$ cat src/rtl/core/dq_pkg.sv
`timescale 1ns / 1ps
`default_nettype none

package dq_pkg;

  // Ring geometry.
  localparam int Depth = 16;
  localparam int IdxW  = (Depth > 1) ? $clog2(Depth) : 1;
  localparam int CntW  = $clog2(Depth + 1);

  // Field widths of the stream beats.
  localparam int ValueW      = 32;
  localparam int CountFieldW = 5;
  localparam int InDataW     = 32;
  localparam int InUserW     = 2;
  localparam int OutFieldW   = 3 * ValueW + CountFieldW + 1;
  localparam int OutDataW    = ((OutFieldW + 7) / 8) * 8;
  localparam int OutPadW     = OutDataW - OutFieldW;
  localparam int OutUserW    = 2;

  localparam logic [ValueW-1:0] IntMin = {1'b1, {(ValueW - 1){1'b0}}};

  // Operation codes carried in the input tuser.
  localparam logic OpPush   = 1'b0;
  localparam logic OpPop    = 1'b1;
  // End code: push to the rear, pop from the front.
  localparam logic EndOuter = 1'b1;

  typedef logic [IdxW-1:0]   idx_t;
  typedef logic [CntW-1:0]   cnt_t;
  typedef logic [ValueW-1:0] word_t;

  typedef enum logic [2:0] {
    StIdle  = 3'b001,
    StFetch = 3'b010,
    StPost  = 3'b100
  } state_e;

  typedef struct packed {
    logic step;
    logic fetch;
    logic load_out;
  } ctrl_cmd_t;

  typedef struct packed {
    logic out_free;
  } dp_status_t;

  // (base + off) modulo Depth, for base below Depth and off up to Depth.
  function automatic idx_t ring_add(idx_t base, cnt_t off);
    logic [CntW:0] sum;
    sum = (CntW + 1)'(base) + (CntW + 1)'(off);
    if (sum >= (CntW + 1)'(Depth)) begin
      sum = sum - (CntW + 1)'(Depth);
    end
    return sum[IdxW-1:0];
  endfunction

endpackage

`default_nettype wire

$ cat src/rtl/core/dq_ctrl.sv
`timescale 1ns / 1ps
`default_nettype none

module dq_ctrl (
  input  wire                 clk_i,
  input  wire                 rst_ni,
  input  wire                 s_tvalid_i,
  output logic                s_tready_o,
  input  dq_pkg::dp_status_t  status_i,
  output dq_pkg::ctrl_cmd_t   cmd_o
);
  import dq_pkg::*;

  state_e state_q, state_d;

  always_comb begin
    s_tready_o     = (state_q == StIdle);
    cmd_o.step     = (state_q == StIdle) && s_tvalid_i;
    cmd_o.fetch    = (state_q == StFetch);
    cmd_o.load_out = (state_q == StPost) && status_i.out_free;
  end

  always_comb begin
    state_d = state_q;
    case (state_q)
      StIdle: begin
        if (s_tvalid_i) begin
          state_d = StFetch;
        end
      end
      StFetch: begin
        state_d = StPost;
      end
      StPost: begin
        if (status_i.out_free) begin
          state_d = StIdle;
        end
      end
      default: begin
        state_d = StIdle;
      end
    endcase
  end

  always_ff @(posedge clk_i or negedge rst_ni) begin
    if (!rst_ni) begin
      state_q <= StIdle;
    end else begin
      state_q <= state_d;
    end
  end

endmodule

`default_nettype wire

$ cat src/rtl/core/dq_datapath.sv
`timescale 1ns / 1ps
`default_nettype none

module dq_datapath (
  input  wire                                 clk_i,
  input  wire                                 rst_ni,
  input  dq_pkg::ctrl_cmd_t                   cmd_i,
  output dq_pkg::dp_status_t                  status_o,
  input  wire  [dq_pkg::InDataW-1:0]          s_tdata_i,
  input  wire  [dq_pkg::InUserW-1:0]          s_tuser_i,
  output logic                                m_tvalid_o,
  input  wire                                 m_tready_i,
  output logic [dq_pkg::OutDataW-1:0]         m_tdata_o,
  output logic [dq_pkg::OutUserW-1:0]         m_tuser_o
);
  import dq_pkg::*;

  word_t mem [Depth];
  word_t rdata_q;

  idx_t  head_q, head_d;
  cnt_t  cnt_q, cnt_d;
  word_t front_q, front_d;
  word_t rear_q, rear_d;
  word_t popped_q, popped_d;
  logic  under_q, under_d;
  logic  over_q, over_d;
  logic  fetch_en_q, fetch_en_d;
  logic  fetch_front_q, fetch_front_d;

  logic  mem_we;
  idx_t  mem_waddr;
  idx_t  mem_raddr;

  logic  m_valid_q, m_valid_d;
  logic [OutDataW-1:0] m_data_q, m_data_d;
  logic [OutUserW-1:0] m_user_q, m_user_d;

  logic  op;
  logic  end_code;
  word_t value;
  logic  is_full;
  logic  is_empty;
  word_t front_out;
  word_t rear_out;

  assign op       = s_tuser_i[0];
  assign end_code = s_tuser_i[1];
  assign value    = s_tdata_i[ValueW-1:0];
  assign is_full  = (cnt_q == CntW'(Depth));
  assign is_empty = (cnt_q == '0);

  // Pointer update, ring write and the address of the one neighbor to fetch.
  always_comb begin
    head_d        = head_q;
    cnt_d         = cnt_q;
    front_d       = front_q;
    rear_d        = rear_q;
    popped_d      = popped_q;
    under_d       = under_q;
    over_d        = over_q;
    fetch_en_d    = fetch_en_q;
    fetch_front_d = fetch_front_q;
    mem_we        = 1'b0;
    mem_waddr     = ring_add(head_q, cnt_q);
    mem_raddr     = head_q;

    if (cmd_i.step) begin
      popped_d   = '0;
      under_d    = 1'b0;
      over_d     = 1'b0;
      fetch_en_d = 1'b0;
      if (op == OpPush) begin
        if (is_full) begin
          over_d = 1'b1;
        end else if (end_code == EndOuter) begin
          mem_we = 1'b1;
          rear_d = value;
          if (is_empty) begin
            front_d = value;
          end
          cnt_d = cnt_q + CntW'(1);
        end else begin
          head_d    = ring_add(head_q, CntW'(Depth - 1));
          mem_waddr = head_d;
          mem_we    = 1'b1;
          front_d   = value;
          if (is_empty) begin
            rear_d = value;
          end
          cnt_d = cnt_q + CntW'(1);
        end
      end else begin
        if (is_empty) begin
          under_d  = 1'b1;
          popped_d = IntMin;
        end else if (end_code == EndOuter) begin
          popped_d      = front_q;
          head_d        = ring_add(head_q, CntW'(1));
          mem_raddr     = head_d;
          cnt_d         = cnt_q - CntW'(1);
          fetch_en_d    = 1'b1;
          fetch_front_d = 1'b1;
        end else begin
          // The new rear sits one slot before the old rear.
          popped_d      = rear_q;
          cnt_d         = cnt_q - CntW'(1);
          mem_raddr     = ring_add(head_q, cnt_q - CntW'(2));
          fetch_en_d    = 1'b1;
          fetch_front_d = 1'b0;
        end
      end
    end

    if (cmd_i.fetch && fetch_en_q) begin
      if (fetch_front_q) begin
        front_d = rdata_q;
      end else begin
        rear_d = rdata_q;
      end
    end
  end

  always_ff @(posedge clk_i) begin
    if (mem_we) begin
      mem[mem_waddr] <= value;
    end
    rdata_q <= mem[mem_raddr];
  end

  // Result register toward the output side.
  always_comb begin
    front_out = is_empty ? '0 : front_q;
    rear_out  = is_empty ? '0 : rear_q;
    m_data_d  = m_data_q;
    m_user_d  = m_user_q;
    m_valid_d = m_valid_q;
    if (cmd_i.load_out) begin
      m_data_d  = {{OutPadW{1'b0}}, is_empty, CountFieldW'(cnt_q),
                   rear_out, front_out, popped_q};
      m_user_d  = {over_q, under_q};
      m_valid_d = 1'b1;
    end else if (m_valid_q && m_tready_i) begin
      m_valid_d = 1'b0;
    end
  end

  assign status_o.out_free = !m_valid_q || m_tready_i;

  always_ff @(posedge clk_i or negedge rst_ni) begin
    if (!rst_ni) begin
      head_q     <= '0;
      cnt_q      <= '0;
      fetch_en_q <= 1'b0;
      m_valid_q  <= 1'b0;
    end else begin
      head_q     <= head_d;
      cnt_q      <= cnt_d;
      fetch_en_q <= fetch_en_d;
      m_valid_q  <= m_valid_d;
    end
  end

  always_ff @(posedge clk_i) begin
    front_q       <= front_d;
    rear_q        <= rear_d;
    popped_q      <= popped_d;
    under_q       <= under_d;
    over_q        <= over_d;
    fetch_front_q <= fetch_front_d;
    m_data_q      <= m_data_d;
    m_user_q      <= m_user_d;
  end

  assign m_tvalid_o = m_valid_q;
  assign m_tdata_o  = m_data_q;
  assign m_tuser_o  = m_user_q;

endmodule

`default_nettype wire

$ cat src/rtl/core/double_ended_queue.sv
`timescale 1ns / 1ps
`default_nettype none

// Channel   Direction  Beat contents
// s_axis    in         tdata: value; tuser: op, end_code
// m_axis    out        tdata: popped_value, front_value, rear_value, count, empty_res;
//                      tuser: underflow, overflow
//
// Each item passes through accept, then the registered ring read of the new
// front or rear neighbor, then the load of the output register.
// The output register lets the next beat be accepted while a result waits.
// Reset clears the head, the count, the fetch enable and the output valid flag;
// ring entries are never cleared, since unoccupied entries never reach the output.
// A stalled output holds the block in its last step until the result register frees.

module double_ended_queue (
  input  wire                                 clk_i,
  input  wire                                 rst_ni,
  input  wire                                 s_axis_tvalid_i,
  output logic                                s_axis_tready_o,
  // [31:0] value
  input  wire  [dq_pkg::InDataW-1:0]          s_axis_tdata_i,
  // [0] op, [1] end_code
  input  wire  [dq_pkg::InUserW-1:0]          s_axis_tuser_i,
  output logic                                m_axis_tvalid_o,
  input  wire                                 m_axis_tready_i,
  // [31:0] popped_value, [63:32] front_value, [95:64] rear_value,
  // [100:96] count, [101] empty_res, [103:102] zero
  output logic [dq_pkg::OutDataW-1:0]         m_axis_tdata_o,
  // [0] underflow, [1] overflow
  output logic [dq_pkg::OutUserW-1:0]         m_axis_tuser_o
);
  import dq_pkg::*;

  ctrl_cmd_t  cmd;
  dp_status_t status;

  // The controller sequences one beat at a time through accept, fetch and post.
  dq_ctrl u_ctrl (
    .clk_i      (clk_i),
    .rst_ni     (rst_ni),
    .s_tvalid_i (s_axis_tvalid_i),
    .s_tready_o (s_axis_tready_o),
    .status_i   (status),
    .cmd_o      (cmd)
  );

  // The datapath holds the ring, the pointers, the cached ends and the result register.
  dq_datapath u_datapath (
    .clk_i      (clk_i),
    .rst_ni     (rst_ni),
    .cmd_i      (cmd),
    .status_o   (status),
    .s_tdata_i  (s_axis_tdata_i),
    .s_tuser_i  (s_axis_tuser_i),
    .m_tvalid_o (m_axis_tvalid_o),
    .m_tready_i (m_axis_tready_i),
    .m_tdata_o  (m_axis_tdata_o),
    .m_tuser_o  (m_axis_tuser_o)
  );

endmodule

`default_nettype wire

$ cat config.mk
export PLATFORM = sky130hd
export DESIGN_NAME = double_ended_queue
export DESIGN_NICKNAME = d
export VERILOG_FILES = /design/src/rtl/core/dq_pkg.sv /design/src/rtl/core/dq_ctrl.sv /design/src/rtl/core/dq_datapath.sv /design/src/rtl/core/double_ended_queue.sv
export SDC_FILE = /design/constraint.sdc
export NUM_CORES = 1
export LEC_CHECK = 0
export ABC_AREA = 1
export BUFFER_PORTS_ARGS = -buffer_cell sky130_fd_sc_hd__buf_2
export CAP_MARGIN = 5
export CORE_MARGIN = 2
export CORE_UTILIZATION = 35
export DETAILED_ROUTE_END_ITERATION = 12
export GPL_TIMING_DRIVEN = 1
export HOLD_SLACK_MARGIN = 0.05
export PLACE_DENSITY_LB_ADDON = 0.2
export SLEW_MARGIN = 40
export SYNTH_ARGS = -nofsm -noshare
export SYNTH_HDL_FRONTEND = slang
export SYNTH_HIERARCHICAL = 1
export SYNTH_SLANG_ARGS = --single-unit
$ cat constraint.sdc
create_clock -name clk_i -period 11.9 [get_ports clk_i]
set_clock_uncertainty 0.2 [all_clocks]
set_input_delay 3.57 -clock clk_i [delete_from_list [all_inputs] [get_ports clk_i]]
set_output_delay 3.57 -clock clk_i [all_outputs]
set_load 0.05 [all_outputs]
==> flow_metrics.tcl <==
set metrics [dict create \
    crit_path_start_kind "input pin" \
    final_common_cell "edfxtp_1" \
    cp_max_fo 38 \
    outcome "completed" \
    cts.reportedPaths.clkPinSlew_ps 60 \
    dp_hpwl_mm 52.0 \
    cp.arrival_ps 7230 \
    yosys_warnings 6 \
    setup_ws_ps 4730 \
    stdcell_count 4392 \
    finalCritPeriodShare_pct 60.3 \
    critPathKind "input pin to flip-flop" \
    drive_gt1_share_pct 11.4 \
    setup_viol 0 \
    cts_resized 0 \
    rows 111 \
    num_io_pins 146 \
    crit_path_end "u_datapath/mem[5][6]" \
    die_area_um2 94100 \
    power.share.clock_pct 27.9 \
    worstReg2RegStart "u_ctrl/state_q[0]" \
    gp_congestion 0.805 \
    slew_headroom_pct 43.6 \
    p_comb_share_pct 33.7 \
    grt_pass1_vias 21200 \
    synth-seq-cells 761 \
    place_inst 4237 \
    drt-pass1-iter-count 5 \
    dr_total_vias 21600 \
    r2r_cells 12 \
    setup_tns_ps 0 \
    nNetsFinal 3188 \
    drc 0 \
    clock_latency_ps 630 \
    hp-class "flip-flop to flip-flop" \
    rsz0062_at_grt "false" \
    tritoncts "done" \
    ctsHoldBuffers 0 \
    finalPower_w 0.00932 \
    crit_path_start "s_axis_tvalid_i" \
    fmax_mhz 139 \
    antenna_found_initial 6 \
    cp-end-kind "flip-flop" \
    grt_max_degree 129 \
    period_minus_slack_ps 7170 \
    synth_area_um2 32100 \
    synth_cells 3027 \
    ys_seq_area_share_pct 68.0 \
    io_buffer_count 143 \
    powerDensity_nw_per_um2 252 \
    cts_max_level 3 \
    initial_core_util_pct 35.2 \
    fp.dieW_um 307 \
    reg2reg_to "u_datapath/mem[5][6]" \
    switchingPower_w 0.00356 \
    hold_viol 0 \
    synth_area_per_cell_um2 10.6 \
    p_int_w 0.00576 \
    drt-vias-per-instance 4.91 \
    p_leak_nw 15.2 \
    grt_first_pass_wirelength_mm 136 \
    die_h_um 307 \
    syn2layout_area_growth_pct 15.1 \
    avgRoutedWirePerCell_um 20.5 \
    grtUsageTotal_pct 19.1 \
    clkSinkCount 761 \
    rrSetupSlack_ps 7110 \
    dp_slack_ps 4080 \
    final_max_slew_viol_count 0 \
    drt_iter0_drc 2041 \
    clockBufferDepth 3 \
    ys_types 36 \
    ir_worst_vdd_mv 0.197 \
    cts_buffers 82 \
    required_ps 11960 \
    tightest_slew_ps 845 \
    drt-total-wl_mm 89.9 \
    n_fill_cell 8763 \
    root_buffer "clkbuf_16" \
    postCtsSetupBuffers 0 \
    core_um2 91200 \
    drtAntennaViolNets 0 \
    final_cell_mix "651 x edfxtp_1, 638 x nand2_1, 519 x inv_1, 518 x nand3_1, 143 x buf_2" \
    seq_power_share_pct 38.4 \
    grt-ovfl-total 0 \
    swShare_pct 38.2 \
    cap_violations 0 \
]
## cells in the mapped netlist (all sizes together)
library cell | instances | area, um^2
o21ai | 122 | 611
a21oi | 36 | 180
nor3 | 32 | 160
conb | 1 | 3.75
dfxtp | 96 | 1920
fa | 3 | 60.1
o211ai | 2 | 15.0
ha | 11 | 138
nand3 | 521 | 2630
inv | 528 | 1980
dfrtp | 13 | 325
nand3b | 97 | 741
a31oi | 10 | 62.6
edfxtp | 651 | 19500
xor2 | 9 | 78.8
nor4 | 1 | 6.26
buf | 105 | 573
o31ai | 1 | 7.51
dfstp | 1 | 26.3
xnor2 | 5 | 43.8
nand4 | 2 | 12.5
and2 | 1 | 6.26
o221a | 1 | 11.3
nor2 | 70 | 268
clkbuf | 63 | 236
nand2 | 645 | 2430
## cell type report
| cell class | instances | area (um^2) | area share, % |
|---|---|---|---|
| clock buffer | 119 | 2360 | 6.39 |
| multi-input combinational | 1571 | 7700 | 20.9 |
| timing repair buffer | 192 | 1190 | 3.23 |
| tap | 1186 | 1480 | 4.02 |
| clock inverter | 31 | 375 | 1.02 |
| antenna | 4 | 10.0 | 0.0271 |
| inverter | 528 | 1980 | 5.37 |
| sequential | 761 | 21800 | 59.1 |
## kinds of logic (layout without fill, tap and decap cells)
kind of cell / after synthesis / count (layout) / share of synthesized area [%]
fa+ha+maj: 14 / 14 / 0.616
flops: 761 / 761 / 68.0
compound gates: 172 / 172 / 2.77
xor+xnor: 14 / 14 / 0.382
other cells: 1 / 6 / 0.0117
buf+inv: 696 / 870 / 8.70
simple gates: 1369 / 1369 / 19.5
## power by group through the flow
stage	Sequential (W)	Clock [W]	Combinational, W
global route	0.00362	0.00276	0.00347
floorplan	0.00363	0	0.00201
global placement	0.00364	0	0.00310
finish	0.00358	0.00260	0.00314
detailed placement	0.00364	0	0.00313
CTS	0.00358	0.00266	0.00314
## critical path: stages
cell and delay (ps):
buf_2 80, inv_2 50, nor2_4 90, buf_4 450
inv_1 210, nor2_1 160, nand2_2 440, inv_1 190
nand2_1 210, o21ai_0 370, nand2_1 320, nor2_4 470
buf_4 520
## state kept, by name (all words and copies together), names as in the netlist, 2 cells and up
register,cells
u_ctrl/state_q,3
u_datapath/head_q,4
u_datapath/mem,512
u_datapath/rear_q,32
u_datapath/rdata_q,32
u_datapath/m_tuser_o,2
u_datapath/front_q,32
u_datapath/popped_q,32
u_datapath/cnt_q,5
u_datapath/m_tdata_o,102
## per-stage QoR
stage	util [%]	hold WS (ps)	instance area, um^2
finish	40.5	218	36900
global route	40.5	221	36900
CTS	40.4	218	36900
detailed placement	37.4	205	34200
global placement	37.3	202	34000
floorplan	-	200	32100
## layer usage
metal,global-route usage [%],part of all wire [%],vias to the layer above
li1,-,-,10200
met1,26.5,45,10600
met2,30.8,46,636
met3,3.22,6.4,126
met4,5.49,2.1,10
met5,0.620,0.15,-
## worst min-delay path by stage
stage                            start                       end  depth (start not counted)
6_report        u_datapath/popped_q[4]   u_datapath/m_tdata_o[4]                          0
2_1_floorplan   u_datapath/popped_q[0]   u_datapath/m_tdata_o[0]                          0
5_1_grt         u_datapath/popped_q[4]   u_datapath/m_tdata_o[4]                          0
3_3_place_gp   u_datapath/popped_q[19]  u_datapath/m_tdata_o[19]                          0
4_1_cts         u_datapath/popped_q[0]   u_datapath/m_tdata_o[0]                          0
3_5_place_dp    u_datapath/popped_q[0]   u_datapath/m_tdata_o[0]                          0
No activity file was read; power rests on OpenSTA's default activity.
